File: src/sv/ntpt_pkg.sv
// Package with the constants and lookup tables of the PWM tone settings block.
package ntpt_pkg;

  // System clock that the PWM timer runs from.
  localparam int unsigned CLOCK_HZ = 8000000;

  localparam logic [15:0] BEEP_WORD  = 16'd1;
  localparam logic [15:0] BEEP_TOP   = 16'd2048;
  localparam logic [10:0] DUTY_CLAMP = 11'd1920;
  localparam logic [3:0]  VOL_MAX    = 4'd10;
  localparam logic [3:0]  MIN_OCTAVE = 4'd3;
  localparam logic [3:0]  MAX_NOTE   = 4'd11;

  // Configuration register indexes.
  typedef enum logic [0:0] {
    REG_VOLUME_LEVEL    = 1'b0,
    REG_VOLUME_FRACTION = 1'b1
  } reg_idx_e;

  // Duty factor per volume step, in 1/256 of full scale.
  localparam logic [7:0] DUTY_TABLE [11] = '{
    8'd2, 8'd7, 8'd11, 8'd15, 8'd21, 8'd28, 8'd38, 8'd51, 8'd69, 8'd93, 8'd128
  };

  // Counter top for each note of the third octave, clock over frequency in
  // centihertz. Note indexes above eleven are flagged invalid and read zero.
  localparam logic [15:0] THIRD_TOP [16] = '{
    16'((64'(CLOCK_HZ) * 64'd100) / 64'd13081),
    16'((64'(CLOCK_HZ) * 64'd100) / 64'd13859),
    16'((64'(CLOCK_HZ) * 64'd100) / 64'd14683),
    16'((64'(CLOCK_HZ) * 64'd100) / 64'd15556),
    16'((64'(CLOCK_HZ) * 64'd100) / 64'd16481),
    16'((64'(CLOCK_HZ) * 64'd100) / 64'd17461),
    16'((64'(CLOCK_HZ) * 64'd100) / 64'd18500),
    16'((64'(CLOCK_HZ) * 64'd100) / 64'd19600),
    16'((64'(CLOCK_HZ) * 64'd100) / 64'd20765),
    16'((64'(CLOCK_HZ) * 64'd100) / 64'd22000),
    16'((64'(CLOCK_HZ) * 64'd100) / 64'd23308),
    16'((64'(CLOCK_HZ) * 64'd100) / 64'd24694),
    16'd0, 16'd0, 16'd0, 16'd0
  };

endpackage

File: src/sv/note_to_pwm_tone_settings.sv
// Top level: pipelined conversion of sound words into PWM timer settings.
// Each accepted item gives one result; a new item can be taken every cycle
// unless the output stalls. Stage one decodes the word, looks up the note's
// counter top and builds the duty factor, stage two clamps the top and
// multiplies by the duty factor, stage three applies the sleep scaling and
// forms the second compare value. Each stage holds its item while the next
// is full and stalled; with the output stalled, input is taken until all fill.
module note_to_pwm_tone_settings (
  input  logic        clk_i,
  input  logic        rst_ni,
  input  logic        cfg_we_i,
  input  logic [0:0]  cfg_idx_i,
  input  logic [7:0]  cfg_wdata_i,
  input  logic        in_valid_i,
  output logic        in_ready_o,
  input  logic [15:0] sound_word_i,
  input  logic        sleeping_i,
  output logic        out_valid_o,
  input  logic        out_ready_i,
  output logic        enable_o,
  output logic [15:0] period_top_o,
  output logic [15:0] compare_a_o,
  output logic [15:0] compare_b_o,
  output logic        invalid_note_o
);

  logic [3:0] volume_level_q;
  logic [7:0] volume_fraction_q;

  always_ff @(posedge clk_i or negedge rst_ni) begin
    if (!rst_ni) begin
      volume_level_q    <= 4'd5;
      volume_fraction_q <= 8'd0;
    end else if (cfg_we_i) begin
      case (ntpt_pkg::reg_idx_e'(cfg_idx_i))
        ntpt_pkg::REG_VOLUME_LEVEL:    volume_level_q    <= cfg_wdata_i[3:0];
        ntpt_pkg::REG_VOLUME_FRACTION: volume_fraction_q <= cfg_wdata_i;
        default: ;
      endcase
    end
  end

  // Handshake chain.
  logic v1_q, v2_q, v3_q;
  logic rdy1, rdy2, rdy3;

  assign rdy3       = !v3_q || out_ready_i;
  assign rdy2       = !v2_q || rdy3;
  assign rdy1       = !v1_q || rdy2;
  assign in_ready_o = rdy1;

  always_ff @(posedge clk_i or negedge rst_ni) begin
    if (!rst_ni) begin
      v1_q <= 1'b0;
      v2_q <= 1'b0;
      v3_q <= 1'b0;
    end else begin
      if (rdy1) v1_q <= in_valid_i;
      if (rdy2) v2_q <= v1_q;
      if (rdy3) v3_q <= v2_q;
    end
  end

  // Stage one: decode, note lookup, duty factor.
  logic [3:0]  octave, note, oct_shift, vol_sat, vol, vol_nx;
  logic        is_beep, is_pause, is_bad;
  logic [15:0] note_top, top_d, duty_d;
  logic [7:0]  cm_lo, cm_hi, slope;

  assign octave    = sound_word_i[15:12];
  assign note      = sound_word_i[11:8];
  assign oct_shift = octave - ntpt_pkg::MIN_OCTAVE;
  assign is_beep   = sound_word_i == ntpt_pkg::BEEP_WORD;
  assign is_pause  = !is_beep && (sound_word_i[15:8] == 8'd0);
  assign is_bad    = !is_beep && !is_pause &&
                     ((octave < ntpt_pkg::MIN_OCTAVE) || (note > ntpt_pkg::MAX_NOTE));
  assign note_top  = ntpt_pkg::THIRD_TOP[note];

  // Pause and invalid words carry a zero top, which zeroes every later value.
  always_comb begin
    if (is_beep) begin
      top_d = ntpt_pkg::BEEP_TOP;
    end else if (is_pause || is_bad) begin
      top_d = 16'd0;
    end else begin
      top_d = note_top >> oct_shift;
    end
  end

  // At the top step the slope is zero, so no separate no-interpolation case.
  assign vol_sat = (volume_level_q > ntpt_pkg::VOL_MAX) ? ntpt_pkg::VOL_MAX
                                                        : volume_level_q;
  assign vol     = (sleeping_i && (vol_sat < ntpt_pkg::VOL_MAX)) ? vol_sat + 4'd1
                                                                 : vol_sat;
  assign vol_nx  = (vol < ntpt_pkg::VOL_MAX) ? vol + 4'd1 : vol;
  assign cm_lo   = ntpt_pkg::DUTY_TABLE[vol];
  assign cm_hi   = ntpt_pkg::DUTY_TABLE[vol_nx];
  assign slope   = cm_hi - cm_lo;
  assign duty_d  = {cm_lo, 8'd0} + (16'(slope) * 16'(volume_fraction_q));

  logic        en1_q, bad1_q, sleep1_q;
  logic [15:0] top1_q, duty1_q;

  always_ff @(posedge clk_i) begin
    if (rdy1 && in_valid_i) begin
      en1_q    <= !(is_pause || is_bad);
      bad1_q   <= is_bad;
      sleep1_q <= sleeping_i;
      top1_q   <= top_d;
      duty1_q  <= duty_d;
    end
  end

  // Stage two: clamp and multiply.
  logic [10:0] base;
  logic [26:0] prod;

  assign base = (top1_q > 16'(ntpt_pkg::DUTY_CLAMP)) ? ntpt_pkg::DUTY_CLAMP : top1_q[10:0];
  assign prod = 27'(base) * 27'(duty1_q);

  logic        en2_q, bad2_q, sleep2_q;
  logic [15:0] top2_q;
  logic [10:0] cmp2_q;

  always_ff @(posedge clk_i) begin
    if (rdy2 && v1_q) begin
      en2_q    <= en1_q;
      bad2_q   <= bad1_q;
      sleep2_q <= sleep1_q;
      top2_q   <= top1_q;
      cmp2_q   <= prod[26:16];
    end
  end

  // Stage three: sleep scaling for the slower clock and the second compare.
  logic [15:0] top3_d, cmp3_d;

  assign top3_d = sleep2_q ? (top2_q >> 2) : top2_q;
  assign cmp3_d = sleep2_q ? 16'(cmp2_q >> 2) : 16'(cmp2_q);

  always_ff @(posedge clk_i) begin
    if (rdy3 && v2_q) begin
      enable_o       <= en2_q;
      invalid_note_o <= bad2_q;
      period_top_o   <= top3_d;
      compare_a_o    <= cmp3_d;
      compare_b_o    <= top3_d - cmp3_d;
    end
  end

  assign out_valid_o = v3_q;

endmodule

File: config.mk
export PLATFORM = sky130hd
export DESIGN_NAME = note_to_pwm_tone_settings
export DESIGN_NICKNAME = d
export VERILOG_FILES = /design/src/sv/ntpt_pkg.sv /design/src/sv/note_to_pwm_tone_settings.sv
export SDC_FILE = /design/constraint.sdc
export NUM_CORES = 1
export LEC_CHECK = 0
export ABC_AREA = 1
export ABC_CLOCK_PERIOD_IN_PS = 9700
export BUFFER_PORTS_ARGS = -buffer_cell sky130_fd_sc_hd__buf_2
export CORE_UTILIZATION = 50
export CTS_BUF_LIST = sky130_fd_sc_hd__clkbuf_16
export DETAILED_ROUTE_END_ITERATION = 8
export PLACE_DENSITY = 0.7
export SYNTH_ARGS = -nofsm -noshare
export SYNTH_HDL_FRONTEND = slang
export SYNTH_SLANG_ARGS = --single-unit
File: constraint.sdc
create_clock -name clk_i -period 9.7 [get_ports clk_i]
set_clock_uncertainty 0.1 [all_clocks]
set_input_delay 0 -clock clk_i [delete_from_list [all_inputs] [get_ports clk_i]]
set_output_delay 0 -clock clk_i [all_outputs]
set_load 0.03 [all_outputs]
# After elaboration in Yosys (flattened, before gate mapping)
# Memory sizes are Yosys's and may differ from the RTL's.
# Cells that the tools add are included.
word_totals:
  elab_cells: 82
  out_inout_bits: 52
  romBits: 512
  ff_bits: 130
  inputBits: 31
  mem_count: 3
classes:
  muxes: 13
  mul: 2
  n_reduce_logical: 22
  addsub: 6
  shifts: 1
  bitwise_logic: 4
  n_lt_le_gt_ge: 9
  n_eq_ne: 1
mem_list:
  columns: ["memory", "depth", "word_bits", "rd", "rd_ports_with_merged_regs", "wr", "line_no", "text"]
  rows:
  - ["(name not given)", 16, 16, 1, 0, 0, "note_to_pwm_tone_settings.sv:77", "assign note_top = ntpt_pkg::THIRD_TOP[note];"]
  - ["(name not given)", 16, 8, 1, 0, 0, "note_to_pwm_tone_settings.sv:97", "assign cm_hi = ntpt_pkg::DUTY_TABLE[vol_nx];"]
  - ["(name not given)", 16, 8, 1, 0, 0, "note_to_pwm_tone_settings.sv:96", "assign cm_lo = ntpt_pkg::DUTY_TABLE[vol];"]
op_table:
  columns: ["cell", "count"]
  rows:
  - ["two-way mux 16 bit", 3]
  - ["two-way mux 8 bit", 4]
  - ["multiplier 11 x 16 -> 27 bit", 1]
  - ["two-way mux 11 bit", 2]
  - ["adder 16 bit", 1]
  - ["equality test 16 x 1 -> 1 bit, second input constant", 1]
  - ["greater-than comparator 16 x 11 -> 1 bit, second input constant", 1]
  - ["multiplier 8 x 8 -> 16 bit", 1]
  - [">> shifter 16 x 4 -> 16 bit", 1]
  - ["subtractor 16 x 11 -> 16 bit", 1]
  - ["greater-or-equal comparator 5 bit, second input constant", 3]
  - ["inverter 4 -> 5 bit", 3]
  - ["two-way mux 12 bit", 1]
  - ["two-way mux 4 bit", 3]
  - ["adder 4 x 1 -> 4 bit, second input constant", 2]
  - ["greater-than comparator 4 bit, second input constant", 2]
  - ["logical NOT 8 bit", 1]
  - ["less-than comparator 4 bit, second input constant", 2]
  - ["subtractor 8 bit", 1]
  - ["logical AND 1 bit", 7]
  - ["logical NOT 1 bit", 6]
  - ["logical OR 1 bit", 5]
  - ["less-than comparator 4 x 2 -> 1 bit, second input constant", 1]
  - ["AND reduction 2 bit", 2]
  - ["3 further kinds", 3]

# Longest topological paths before layout
# Gate-level depths: netlist of the first run.
depth:
  ltp_word: 14
  depth_mapped: 44
  depth_no_buf: 44

# Worst setup path before layout of the first run
# No wires, ideal clock.
synth_path:
  path_kind: "register to register"
  start: "reg volume_level_q[0]"
  end: "reg duty1_q[15], data pin"
  path_buffers: 0
  synth_period_minus_slack_ns: 7.536
  stages_incl_launch_ff: 37
  arrival_time_ns: 7.176
  t_required_ns: 9.340
  path_slack_ns: 2.164
  setup_ns: 0.260
  cell_sequence: "dfstp_2 nand2_2 a21oi_2 or2_4 inv_1 ha_1 o21ai_2 nor2_4 inv_4 nand2_1 xor2_2 ha_1 a21oi_1 o21ai_0 ha_1 inv_1 fa_1 nand3_1 nand3_1 a21o_1 a21oi_1 xor2_1 nor2_1 fa_1 inv_1 fa_1 fa_1 fa_1 inv_1 ha_1 a21oi_1 o21ai_0 a21oi_1 o21ai_0 a21o_1 a21oi_1 xnor2_1"
synth_via:
  elab_chain_len: 14
  elab_cells_between_ends: 20
  cone_classes: "add/sub: 4; mul: 1; order compare: 3; mux: 7; bitwise: 2; reduce/logical: 1; memory: 2"
synth_rtl:
  columns: ["element", "line_no", "text"]
  rows:
  - ["from (decl)", "note_to_pwm_tone_settings.sv:27", "logic [3:0] volume_level_q;"]
  - ["from (signal assigned)", "note_to_pwm_tone_settings.sv:36", "ntpt_pkg::REG_VOLUME_LEVEL: volume_level_q <= cfg_wdata_i[3:0];"]
  - ["greater-than comparator 4 bit", "note_to_pwm_tone_settings.sv:91", "assign vol_sat = (volume_level_q > ntpt_pkg::VOL_MAX) ? ntpt_pkg::VOL_MAX"]
  - ["two-way mux 4 bit *", "note_to_pwm_tone_settings.sv:91", null]
  - ["less-than comparator 4 bit", "note_to_pwm_tone_settings.sv:93", "assign vol = (sleeping_i && (vol_sat < ntpt_pkg::VOL_MAX)) ? vol_sat + 4'd1"]
  - ["logical AND 1 bit", "note_to_pwm_tone_settings.sv:93", null]
  - ["two-way mux 4 bit *", "note_to_pwm_tone_settings.sv:93", null]
  - ["adder 4 x 1 -> 4 bit / less-than comparator 4 bit (equally long branches)", "note_to_pwm_tone_settings.sv:95", "assign vol_nx = (vol < ntpt_pkg::VOL_MAX) ? vol + 4'd1 : vol;"]
  - ["two-way mux 4 bit", "note_to_pwm_tone_settings.sv:95", null]
  - ["inverter 4 -> 5 bit (not written as such)", "note_to_pwm_tone_settings.sv:97", null]
  - ["memory read (16 x 8 bit)", null, null]
  - ["two-way mux 8 bit (not written as such) (2 in a row)", "note_to_pwm_tone_settings.sv:97", null]
  - ["subtractor 8 bit", "note_to_pwm_tone_settings.sv:98", "assign slope = cm_hi - cm_lo;"]
  - ["multiplier 8 x 8 -> 16 bit", "note_to_pwm_tone_settings.sv:99", "assign duty_d = {cm_lo, 8'd0} + (16'(slope) * 16'(volume_fraction_q));"]
  - ["adder 16 bit *", "note_to_pwm_tone_settings.sv:99", null]
  - ["named net duty_d[15]", "note_to_pwm_tone_settings.sv:67", "logic [15:0] note_top, top_d, duty_d;"]
  - ["to (signal assigned)", "note_to_pwm_tone_settings.sv:110", "duty1_q <= duty_d;"]
  - ["to (decl)", "note_to_pwm_tone_settings.sv:102", "logic [15:0] top1_q, duty1_q;"]
# The timed path passes the listed nets; every way through them passes the cells marked *. The select of a mux whose other input is x is not followed.
# A chain may end at the register's enable or synchronous reset.

# Worst setup path after layout of the first run
# Same ends and word-level chain as after synthesis.

==> run metrics, run 1 <==
initial antenna violation count=0; CTS Hold Buffers Added=24; TNS Setup=0 ps; FF+latch count, synth=125; vias in the first global route=11,400; fin cells=2,189; Synth top cells by count=352 x inv_1, 351 x nand2_1, 194 x nor2_1; slowest stage delay, CP=560 ps; CTS sink count=125; detailed-route via count=11,300; Tmin final=8300 ps; CTS Buf Count=17; Finish-stage setup viols=0; Nets=2,133; count leader, synth=inv_1; worst min-delay path class=in -> reg; pins over their slew limit=0; synth top area cells=fa_1 23%, edfxtp_1 23%, ha_1 12%; Worst Tran Pin Value=919 ps; H-tree levels=4; largest family of logic cells by synthesized area=adder cells; CTS Buffer Depth=2; Slew headroom=0.385; Die W=172 um; Area Growth Syn to Fin=10.7%; Cells after Synth=1,714; CTS root buf=clkbuf_16; Post-DRT Antenna Nets=0; core box area=28,100 um^2; Synth Area in Compound Gates=0.0758; post-synthesis xor/xnor area fraction=0.0272; hpwl dp=26.7 mm; clk_lat worst skew=420 ps; Place WS=1430 ps; initial core utilization=0.515; RSZ-0062 raised after global routing=false; largest net degree at the start of global routing=46; MaxCap Viol Count=0; wirelength, routed=33.3 mm; post-synth cell types=55; port bufs=77; Critical Path RT=9770 ps; # rows=61; post-DR vias/cell=5.17; Post-Syn Area=14,500 um^2; crit path kind=reg -> reg; most used cell, CP=fa_1; Post-Synthesis Mean Instance Area=8.43 um^2; Async SR Flop Fraction=0.120; GR Overflow Total=0; GRT Util Overall=0.241; routed len/inst=15.2 um; Tcrit/Tclk final=0.855; Post-CTS Resized=0; max frequency=0.121 GHz; Top FF cell, synth=edfxtp_1; die footprint=29,600 um^2; first drt pass iteration count=5; number of synthesized flops with an enable pin=110; DRC Markers=0; layout cells sized above 1=0.0883; I/O Pins=83; Synth area leader=fa_1; warnings from Yosys=0; die height=172 um; Placer Congestion=0.957; first-pass GRT wire length=55.1 mm; post-synthesis sequential area ratio=0.255; setup ws final=1400 ps; share of the synthesized area in the top cell type=0.234; Clk pin slew, worst setup/hold paths=70 ps; run status=completed; First DRT Iteration DRCs=700; final hold viol count=0; postcts setup bufs=0; Simple-Gate Fraction of Synth Area=0.182; Placed Instances=2,133; mux share of post-synthesis cell area=0.00208; critical path startpoint category=flip-flop; CTS tree=yes; crit-path max FO=8; Setup crit end kind=flip-flop; Critical-path top delay cell=fa_1; CP Data Arrival Time=8370 ps; Post-Synth Adder-Cell Area=0.351; # diodes=0
cell families (layout without fill, tap and decap cells):
| group | count (synthesis) | count (layout) |
|---|---|---|
| simple gates | 639 | 639 |
| xor+xnor | 41 | 41 |
| mux | 3 | 3 |
| buf+inv | 405 | 498 |
| fa+ha+maj | 304 | 304 |
| flops | 125 | 125 |
| other cells | 1 | 5 |
| compound gates | 196 | 196 |
worst max-delay path, delay by kind of cell (launching register included):
family	cells	cell delay, ps
and+or+nand+nor	9	980
buffers and inverters	5	300
DFF	1	550
AOI/OAI and AO/OA	10	1610
adders and majority gates	9	3640
xor gates and xnor gates	3	830
state kept, by name (all words and copies together), names as in the netlist:
signal,count
top1_q,16
bad2_q,1
period_top_o,16
volume_fraction_q,8
top2_q,16
v1_q,1
invalid_note_o,1
duty1_q,16
en1_q,1
cmp2_q,11
volume_level_q,4
enable_o,1
sleep1_q,1
sleep2_q,1
bad1_q,1
compare_b_o,16
v2_q,1
out_valid_o,1
compare_a_o,11
en2_q,1
layout make-up:
cell class / instances / area [um^2]
clock inverter: 15 / 146
fill: 2580 / 12100
timing repair buffer: 106 / 663
multi-input combinational: 1188 / 9250
inverter: 360 / 1360
clock buffer: 17 / 425
sequential: 125 / 3680
tap: 378 / 473
per-stage QoR:
step | utilization | area (um^2) | hold slack, ps
after CTS | 0.569 | 16000 | 78.8
after detailed placement | 0.540 | 15200 | -164
final | 0.569 | 16000 | 101
after global routing | 0.569 | 16000 | 117
after global placement | 0.540 | 15200 | -171
after floorplan | - | 14500 | -396
worst paths after layout:
check	from	end	slack (ps)	depth (start not counted)
worst max-delay path	volume_level_q[0]$_DFFE_PN1P_	duty1_q[15]$_DFFE_PP_	1400	36
worst min-delay path	sound_word_i[12]	top1_q[15]$_SDFFCE_PP0P_	100	3
worst max register to register	volume_level_q[0]$_DFFE_PN1P_	duty1_q[15]$_DFFE_PP_	1400	36
worst min register to register	sleep1_q$_DFFE_PP_	sleep2_q$_DFFE_PP_	330	0
max in group asynchronous	rst_ni	out_valid_o$_DFFE_PN0P_	7830	4
min in group asynchronous	rst_ni	volume_level_q[0]$_DFFE_PN1P_	550	3
cells in the final DEF (no fill, tap or decap), types with 3 or more instances in the layout:
master and instances:
buf_4 5, nand2_4 6, nor2_1 194, inv_1 352, inv_6 4, o21ai_0 90
clkbuf_16 17, dlygate4sd3_1 24, clkinv_1 4, xor2_1 25, a31oi_1 4, ha_1 135
fa_1 169, a21oi_1 59, edfxtp_1 110, o21ai_1 6, xnor2_1 13, nand4_1 6
o211ai_1 5, nand2_1 351, o22ai_1 4, nand3_1 38, a21o_1 8, buf_2 77
mux2i_1 3, or2_2 13, o21bai_1 6, dfrtp_1 13, conb_1 5, inv_8 6
nand2_2 5, nor3_1 13, clkinvlp_4 3, nor2_2 3
routing by layer:
layer	track usage	part of all wire	vias to the layer above
li1	-	-	5471
met1	0.300	0.42	5425
met2	0.420	0.49	345
met3	0.0355	0.056	72
met4	0.0927	0.030	0
met5	0	0	-
Power of run 1 is not shown: default switching activity piles up to over one toggle a cycle in this logic, so the estimate is an artifact.
==> run 2, diff against run 1 <==
Settings changed: CORE_UTILIZATION 50 to 40, PLACE_DENSITY 0.7 to 0.59.
==> run 2 against run 1 <==
- core utilization fell by 12 points
- final area rose by 0.86%
- final cell count rose by 3.8%
- via count fell by 2.4%
- first-iteration DRC count fell by 25%
- setup slack got worse by 56 ps
- wire length barely moved
- critical path type unchanged
==> run metrics, run 2 (same netlist as run 1, synthesis figures left out) <==
run status=completed; Slew headroom=0.346 (-0.0398); vias in the first global route=11,300 (-0.67%); Area Growth Syn to Fin=11.6%; CTS tree=yes; pins over their slew limit=0 (unchanged); Tcrit/Tclk final=0.861 (+0.00576); initial core utilization=0.406 (-0.108); layout cells sized above 1=0.0872 (-0.00110); Clk pin slew, worst setup/hold paths=60 ps (about the same); sink of the worst hold path=top1_q[15]$_SDFFCE_PP0P_; Nets=2,133 (unchanged); detailed-route via count=11,000 (-2.4%); routed len/inst=14.6 um (-3.7%); setup ws final=1350 ps (-55.9 ps); CTS root buf=clkbuf_16; FF-to-FF path depth=38 (+5.6%); GR Overflow Total=0 (unchanged); crit path kind=reg -> reg; Placer Congestion=0.908 (-5.1%); RSZ-0062 raised after global routing=false; commonest cells after routing, fill and taps aside=353 x inv_1, 351 x nand2_1, 194 x nor2_1; hpwl dp=27.7 mm (+3.5%); clk_lat worst skew=430 ps (about the same); First DRT Iteration DRCs=528 (-25%); final hold viol count=0 (unchanged); # rows=69 (+13%); Die W=192 um (+12%); commonest non-fill, non-tap cell in the layout=inv_1; Setup crit end kind=flip-flop; initial antenna violation count=0 (unchanged); die height=192 um (+12%); FF-to-FF setup slack=1350 ps (-60 ps); CTS sink count=125 (unchanged); MaxCap Viol Count=0 (unchanged); core box area=35,600 um^2 (+27%); Tmin final=8350 ps (+55.9 ps); # diodes=0 (unchanged); Post-DRT Antenna Nets=0 (unchanged); I/O Pins=83 (unchanged); critical path startpoint category=flip-flop; Critical Path RT=9760 ps (about the same); TNS Setup=0 ps (unchanged); slowest stage delay, CP=570 ps (about the same); port bufs=77 (unchanged); DRC Markers=0 (unchanged); crit-path max FO=8 (unchanged); wirelength, routed=33.2 mm (about the same); first drt pass iteration count=6 (+1); max frequency=0.120 GHz (-0.67%); Worst Tran Pin Value=978 ps (+59.3 ps); die footprint=36,900 um^2 (+25%); worst min-delay path class=in -> reg; GRT Util Overall=0.190 (-0.0502); CTS Buf Count=17 (unchanged); Place WS=1370 ps (-60.9 ps); H-tree levels=4 (unchanged); first-pass GRT wire length=55.5 mm (+0.65%); cell depth of the worst min-delay path=3 (unchanged); min-delay src=sound_word_i[12]; post-DR vias/cell=4.86 (-6.0%); CTS Buffer Depth=2 (unchanged); reg-to-reg endpoint=duty1_q[15]$_DFFE_PP_; r2r startpoint=volume_level_q[0]$_DFFE_PN1P_; CP Data Arrival Time=8410 ps (+40 ps); largest net degree at the start of global routing=46 (unchanged); Finish-stage setup viols=0 (unchanged); Critical-path top delay cell=xor2_1
## run 2: cell count changes in the layout (fill, tap and decap cells not counted), sizes merged
cell,delta
inv,-1
buf,-1
clkinvlp,-2
bufinv,+2
clkinv,+1
dlygate4sd3,+1
## run 2: how the worst max path moves through the flow
stage	startpoint	to	cells after the start	slack [ps]
after global placement	volume_level_q[0]$_DFFE_PN1P_	duty1_q[15]$_DFFE_PP_	36	1630
after floorplan	volume_level_q[0]$_DFFE_PN1P_	duty1_q[15]$_DFFE_PP_	36	2160
after CTS	volume_level_q[0]$_DFFE_PN1P_	duty1_q[15]$_DFFE_PP_	38	1290
final	volume_level_q[0]$_DFFE_PN1P_	duty1_q[15]$_DFFE_PP_	38	1350
after detailed placement	volume_level_q[0]$_DFFE_PN1P_	duty1_q[15]$_DFFE_PP_	36	1370
after global routing	volume_level_q[0]$_DFFE_PN1P_	duty1_q[15]$_DFFE_PP_	38	770
## run 2: critical path, delay by kind of cell, from the launching register on
kind | cells | cell delay [ps]
DFF | 1 | 550
xor gates and xnor gates | 2 | 700
buffers and inverters | 6 | 390
AOI/OAI and AO/OA | 10 | 1680
and+or+nand+nor | 11 | 1160
adders and majority gates | 9 | 3520
## run 2: timing repair
| action | in CTS | in global routing |
|---|---|---|
| gates resized for setup | 0 | 0 |
| hold endpoints to repair | 34 | 0 |
| buffers inserted | 0 | 0 |
| hold buffers | 25 | 0 |
## run 2: area by class of cell
class / instances / area, um^2
fill: 3532 / 19400
clock buffer: 17 / 425
clock inverter: 15 / 178
inverter: 360 / 1360
tap: 461 / 577
sequential: 125 / 3680
multi-input combinational: 1188 / 9250
timing repair buffer: 106 / 666
## run 2: metrics by stage
step | area [um^2] | instances | util | hold WS (ps)
after global routing | 16100 | 2272 | 0.453 | 119
after global placement | 15300 | 2215 | 0.430 | -160
final | 16100 | 2272 | 0.453 | 111
after detailed placement | 15300 | 2215 | 0.430 | -153
after floorplan | 14500 | 1718 | - | -396
after CTS | 16100 | 2272 | 0.453 | 78.9
## run 2: per-layer routing
layer,wire length (um),track usage,share of wire
met5,0,0,0
met3,1320,0.0230,0.040
met1,15000,0.246,0.45
met4,686,0.0536,0.021
met2,16300,0.334,0.49
Power of run 2 is left out for the same reason.
